### src/rtl/core/avgp_pkg.sv
package avgp_pkg;

  // coordinate arithmetic on 11-bit sides plus padding and window overhang
  localparam int CORD_W = 13;

  localparam int HW_W  = 11;
  localparam int K_W   = 4;
  localparam int P_W   = 2;
  localparam int IDX_W = 3;

  localparam logic [IDX_W-1:0] REG_HEIGHT = 3'd0;
  localparam logic [IDX_W-1:0] REG_WIDTH  = 3'd1;
  localparam logic [IDX_W-1:0] REG_WINDOW = 3'd2;
  localparam logic [IDX_W-1:0] REG_STEP   = 3'd3;
  localparam logic [IDX_W-1:0] REG_PAD    = 3'd4;

  typedef struct packed {
    logic busy;
    logic done;
  } div_stat_t;

endpackage

### src/rtl/core/avgp_div.sv
module avgp_div #(
  parameter int DW = 23,
  parameter int VW = 7
) (
  input  logic                clk_i,
  input  logic                rst_ni,
  input  logic                start_i,
  input  logic [DW-1:0]       dividend_i,
  input  logic [VW-1:0]       divisor_i,
  output logic [DW-1:0]       quotient_o,
  output avgp_pkg::div_stat_t stat_o
);

  localparam int CNT_W = $clog2(DW + 1);

  logic [VW-1:0]    rem_q, rem_d;
  logic [DW-1:0]    quo_q, quo_d;
  logic [CNT_W-1:0] cnt_q, cnt_d;
  logic             done_q, done_d;
  logic [VW:0]      rem_sh;
  logic             ge;

  // restoring division, one quotient bit a cycle
  always_comb begin
    rem_sh = {rem_q, quo_q[DW-1]};
    ge     = rem_sh >= {1'b0, divisor_i};
    rem_d  = rem_q;
    quo_d  = quo_q;
    cnt_d  = cnt_q;
    done_d = 1'b0;
    if (start_i) begin
      rem_d = '0;
      quo_d = dividend_i;
      cnt_d = CNT_W'(DW);
    end else if (cnt_q != '0) begin
      rem_d  = ge ? VW'(rem_sh - {1'b0, divisor_i}) : rem_sh[VW-1:0];
      quo_d  = {quo_q[DW-2:0], ge};
      cnt_d  = cnt_q - 1'b1;
      done_d = (cnt_q == CNT_W'(1));
    end
  end

  always_ff @(posedge clk_i or negedge rst_ni) begin
    if (!rst_ni) begin
      cnt_q  <= '0;
      done_q <= 1'b0;
    end else begin
      cnt_q  <= cnt_d;
      done_q <= done_d;
    end
  end

  always_ff @(posedge clk_i) begin
    rem_q <= rem_d;
    quo_q <= quo_d;
  end

  assign quotient_o  = quo_q;
  assign stat_o.busy = (cnt_q != '0);
  assign stat_o.done = done_q;

endmodule

### config.mk
export PLATFORM = sky130hd
export DESIGN_NAME = avgp_div
export DESIGN_NICKNAME = d
export VERILOG_FILES = /design/src/rtl/core/avgp_pkg.sv /design/src/rtl/core/avgp_div.sv
export SDC_FILE = /design/constraint.sdc
export NUM_CORES = 1
export LEC_CHECK = 0
export ABC_AREA = 1
export BUFFER_PORTS_ARGS = -buffer_cell sky130_fd_sc_hd__buf_2
export CORE_ASPECT_RATIO = 1.25
export CORE_MARGIN = 3
export CORE_UTILIZATION = 45
export CTS_CLUSTER_DIAMETER = 100
export DETAILED_ROUTE_END_ITERATION = 8
export GPL_ROUTABILITY_DRIVEN = 1
export PLACE_DENSITY = 0.72
export SYNTH_ARGS = -nofsm -noshare
export SYNTH_HDL_FRONTEND = slang
export SYNTH_SLANG_ARGS = --single-unit
### constraint.sdc
create_clock -name clk_i -period 2.1 [get_ports clk_i]
set_input_delay 0.21 -clock clk_i [delete_from_list [all_inputs] [get_ports clk_i]]
set_output_delay 0.21 -clock clk_i [all_outputs]
set_load 0.005 [all_outputs]
# --- After elaboration in Yosys (flattened, before gate mapping) ---
# Cells that the tools add are included.
word_totals:
  wordCells: 17
  out_inout_bits: 25
  reg_bits: 36
  input_bits: 33
op_classes:
  add_sub_neg: 2
  n_reduce_logical: 2
  muxes: 7
  magnitude_cmp: 1
  n_eq_ne: 1
op_table:
  columns: ["operator", "n"]
  rows:
  - ["23-bit two-way mux", 2]
  - ["5-bit two-way mux", 2]
  - ["8-bit by 7-bit greater-or-equal comparator with 1-bit output", 1]
  - ["7-bit two-way mux", 1]
  - ["7-bit subtractor", 1]
  - ["5-bit by 1-bit == test with 1-bit output (second input constant)", 1]
  - ["5-bit nonzero test", 1]
  - ["5-bit by 1-bit subtractor with 5-bit output (second input constant)", 1]
  - ["1-bit two-way mux", 2]
  - ["2-bit nonzero test", 1]

# --- Depth between registers and ports, before layout ---
logic_depth:
  word_depth: 3
  depth_mapped: 12
  depth_no_buf: 12

# --- Worst setup path after synthesis ---
# No wires, ideal clock.
synth_timing:
  path_kind: "register to register"
  from: "reg cnt_q[0]"
  to: "reg quo_q[0] (netlist: quotient_o[0]), enable pin"
  n_path_buf: 0
  stages_incl_launch_ff: 8
  path_slack_ps: 263
  arrival_time_ps: 1476
  cell_sequence: "dfrtp_1 inv_1 ha_1 inv_2 nor2_4 nand2_2 nor2_2 inv_1"
synth_rtl:
  columns: ["element", "line_no", "text"]
  rows:
  - ["from (decl)", "avgp_div.sv:18", "logic [CNT_W-1:0] cnt_q, cnt_d;"]
  - ["from (signal assigned)", "avgp_div.sv:48", "cnt_q <= cnt_d;"]
  - ["to (signal assigned)", "avgp_div.sv:55", "quo_q <= quo_d;"]
  - ["to (decl)", "avgp_div.sv:17", "logic [DW-1:0] quo_q, quo_d;"]

# --- Worst setup path in the final report ---
layout_timing:
  from: "reg quo_q[22] (netlist: quotient_o[22])"
  to: "reg quo_q[0] (netlist: quotient_o[0]), data pin"
layout_via:
  elab_chain_cells: 3
layout_rtl:
  columns: ["element", "line_no", "text"]
  rows:
  - ["8-bit by 7-bit greater-or-equal comparator with 1-bit output", "avgp_div.sv:26", "ge = rem_sh >= {1'b0, divisor_i};"]
  - ["23-bit two-way mux", "avgp_div.sv:35", "end else if (cnt_q != '0) begin"]
  - ["23-bit two-way mux", "avgp_div.sv:31", "if (start_i) begin"]
  - ["named net quo_d[0]", "avgp_div.sv:17", null]
# The timed path passes the listed nets, and every way through them passes these cells. The select of a mux whose other input is x is not followed.
# A chain may end at the register's enable or synchronous reset.

==> metrics.md <==
| Metric | Value |
|---|---|
| Period utilization | 86.8% |
| Pre-antenna DRT Iters | 4 |
| Relative slew slack | 69.7% |
| HPWL after detailed placement | 3300 microns |
| CP Capture Type | register |
| Critical Setup Path Class | reg2reg |
| Vert. Die Dim | 81.1 microns |
| Initial Util | 48.0% |
| Die area | 5360 sq um |
| Status | completed |
| Port bufs | 57 |
| Mapped Avg Cell Area | 8.19 sq um |
| WHS Path Cells | 3 |
| Synth warn | 0 |
| HP Class | in2reg |
| Worst Path Required | 2.22 ns |
| Seq cells post-synth | 36 |
| Hold Crit Start | dividend_i[13] |
| Max-Cap Viols | 0 |
| First-pass GRT wire length | 7510 microns |
| CP cell instances | inv_1, ha_1, fa_1, inv_1, nand2_1, nand2_1, nand2_1, nand2_1, nand2_2, a31oi_1 |
| RD Place Congestion | 0.831 |
| Clock-pin slew on the worst setup and hold paths | 0.07 ns |
| I/O Pins | 58 |
| Worst-skew pair later-pin latency | 0.28 ns |
| Clock sinks | 36 |
| P_leak | 1.32 nW |
| End of the worst register-to-register path | quotient_o[0] |
| Period minus WS final | 1.82 ns |
| Largest net degree at the start of global routing | 23 |
| R2R depth | 10 |
| Final core occ | 58.8% |
| Share of cells above drive strength 1 | 26.3% |
| Setup TNS | 0 ns |
| PwrDens | 949 nW/um^2 |
| Via count | 1761 |
| CTS tree | done |
| Crit start category | register |
| Max incr delay on CP | 0.40 ns |
| Worst Hold End | quotient_o[13] |
| CP max FO | 8 |
| Clk buf depth | 2 |
| Crit path arrival time | 1.94 ns |
| CORE AREA | 4230 sq um |
| Final Slew Violations | 0 |
| Setup violators final | 0 |
| All-layer global routing usage | 18.1% |
| Final global-route overflow total | 0 |
| Fmax | 549 MHz |
| Ys async rst share | 16.7% |
| Synth unique cells | 31 |
| Via density | 4.79 |
| Post-Syn Instances | 248 |
| Fin nets | 354 |
| Crit-path slowest cell | fa_1 |
| Num rows | 26 |
| Antenna-violating nets left | 0 |
| Horiz. Die Dim | 66.1 microns |
| Most frequent CP cell | nand2_1 |
| Cts bufs inserted | 5 |
| Worst Path Buf+Inv | 2 |
| Syn Nets | 291 |
| EDFF count, synth | 23 |
| Post-synth top area share | 34.0% |
| Seq/Total Area, Yosys | 48.3% |
| Synth-to-layout area growth | 22.4% |
| Reg2Reg Setup Slack | 0.28 ns |
| Slew @ Worst Pin | 0.451 ns |
| Top post-synthesis cells by area | edfxtp_1, nand2_1, dfrtp_1, dfxtp_1, ha_1 |
| Area leader, netlist | edfxtp_1 |
| Initial DRC count | 61 |
| # DRC | 0 |
| Worst vdd rail ir drop | 0.543 mV |
| Synthesized cell area | 2030 sq um |
| Final setup skew | 0.00578 ns |
| Top FF cell, synth | edfxtp_1 |
| # H-tree levels | 2 |
| Hold violation count in the final report | 0 |
| CTS root buf | clkbuf_8 |
| N_diodes | 0 |
| WL/cell | 11.5 microns |
| Total routed wirelength | 4240 microns |
| Initial antenna violation count | 0 |
| Crit Reg-Reg Startpoint | quotient_o[22] |
| Unrepaired setup endpoints after global routing | no |
| CP top delay family | adder cells |
| Number of global-route vias before repair | 1737 |
## metrics by stage
step                      setup slack (ns)  area, sq um  instances  total power, W  hold slack (ns)
after CTS                            0.192         2480        368         0.00238            0.180
after global routing                0.0760         2490        368         0.00258            0.194
after detailed placement             0.198         2390        359         0.00191           0.0455
final                                0.277         2490        368         0.00236            0.190
after global placement               0.298         2390        359         0.00189           0.0424
after floorplan                      0.263         2030        248         0.00167          -0.0856
## worst reg2reg max path: cells and delay by family (launching register included)
| kind | cells | cell delay (ns) |
|---|---|---|
| fa+ha+maj | 2 | 0.61 |
| simple gates | 5 | 0.40 |
| compound gates | 1 | 0.16 |
| buf+inv | 2 | 0.15 |
| flops | 1 | 0.35 |
## power breakdown
part	switching, W	internal (W)	leakage, nW	total, W
clock	0.000233	0.000233	0.0422	0.000466
sequential	0.0000786	0.000880	0.377	0.000958
combinational	0.000546	0.000390	0.897	0.000937
## how the worst max path moves through the flow
stage / from / to / cells after the start / slack (ns)
floorplan: cnt_q[0] / quotient_o[0] / 7 / 0.26
global placement: quotient_o[22] / rem_q[0] / 12 / 0.30
detailed placement: quotient_o[22] / quotient_o[0] / 10 / 0.20
CTS: quotient_o[22] / rem_q[6] / 12 / 0.19
global route: quotient_o[22] / rem_q[5] / 12 / 0.08
finish: quotient_o[22] / quotient_o[0] / 10 / 0.28
## synthesized netlist by cell type (3+ instances only)
library cell,n
inv_1,25
dfxtp_1,7
edfxtp_1,23
nand3b_1,5
clkbuf_1,4
nand2_1,117
dfrtp_1,6
nor2_2,4
xor2_1,3
nor2_1,6
nand3_1,15
ha_1,9
a21oi_1,3
## cells in the final DEF (no fill, tap or decap), types with 3 or more instances in the layout
cell / count
nand3_1: 15
xor2_1: 3
nor2_2: 4
nand2_1: 116
inv_1: 25
buf_4: 3
nor2_1: 6
dfxtp_1: 7
ha_1: 9
dfrtp_1: 6
clkbuf_8: 5
nand3b_1: 5
a21oi_1: 3
edfxtp_1: 23
buf_2: 57
## cells by family (layout without fill, tap and decap cells)
logic type | after synthesis | count (layout) | share of synthesized area, %
DFF | 36 | 36 | 48.3
buffers and inverters | 33 | 97 | 6.78
xor gates and xnor gates | 3 | 3 | 1.29
AOI/OAI and AO/OA | 9 | 9 | 3.33
adders and majority gates | 10 | 10 | 6.53
and+or+nand+nor | 157 | 157 | 33.8
## state kept, by name, indices dropped and copies added (netlist names)
| name | count |
|---|---|
| quotient_o | 23 |
| done_q | 1 |
| rem_q | 7 |
| cnt_q | 5 |
## what timing repair did
action,in CTS,in global routing
buffers inserted,0,0
hold endpoints to repair,6,0
resized for setup,0,1
hold buffers,1,0
endpoints found under the setup margin,0,2
## metal layers
| layer | share of wire (%) | track usage [%] | vias up |
|---|---|---|---|
| met1 | 44 | 23.2 | 790 |
| met3 | 5.5 | 4.01 | 7 |
| li1 | - | - | 916 |
| met4 | 1.9 | 6.91 | 0 |
| met5 | 0 | 0 | - |
| met2 | 49 | 29.8 | 48 |
## layout make-up
type / count / area, sq um
inverters: 27 / 101
repair buffers: 62 / 338
clock buffers: 7 / 76.3
multi-input cells: 179 / 915
flip-flops and latches: 36 / 981
well taps: 56 / 70.1
clock inverters: 1 / 5.00
fillers: 415 / 1740
(Power assumes the default switching activity.)
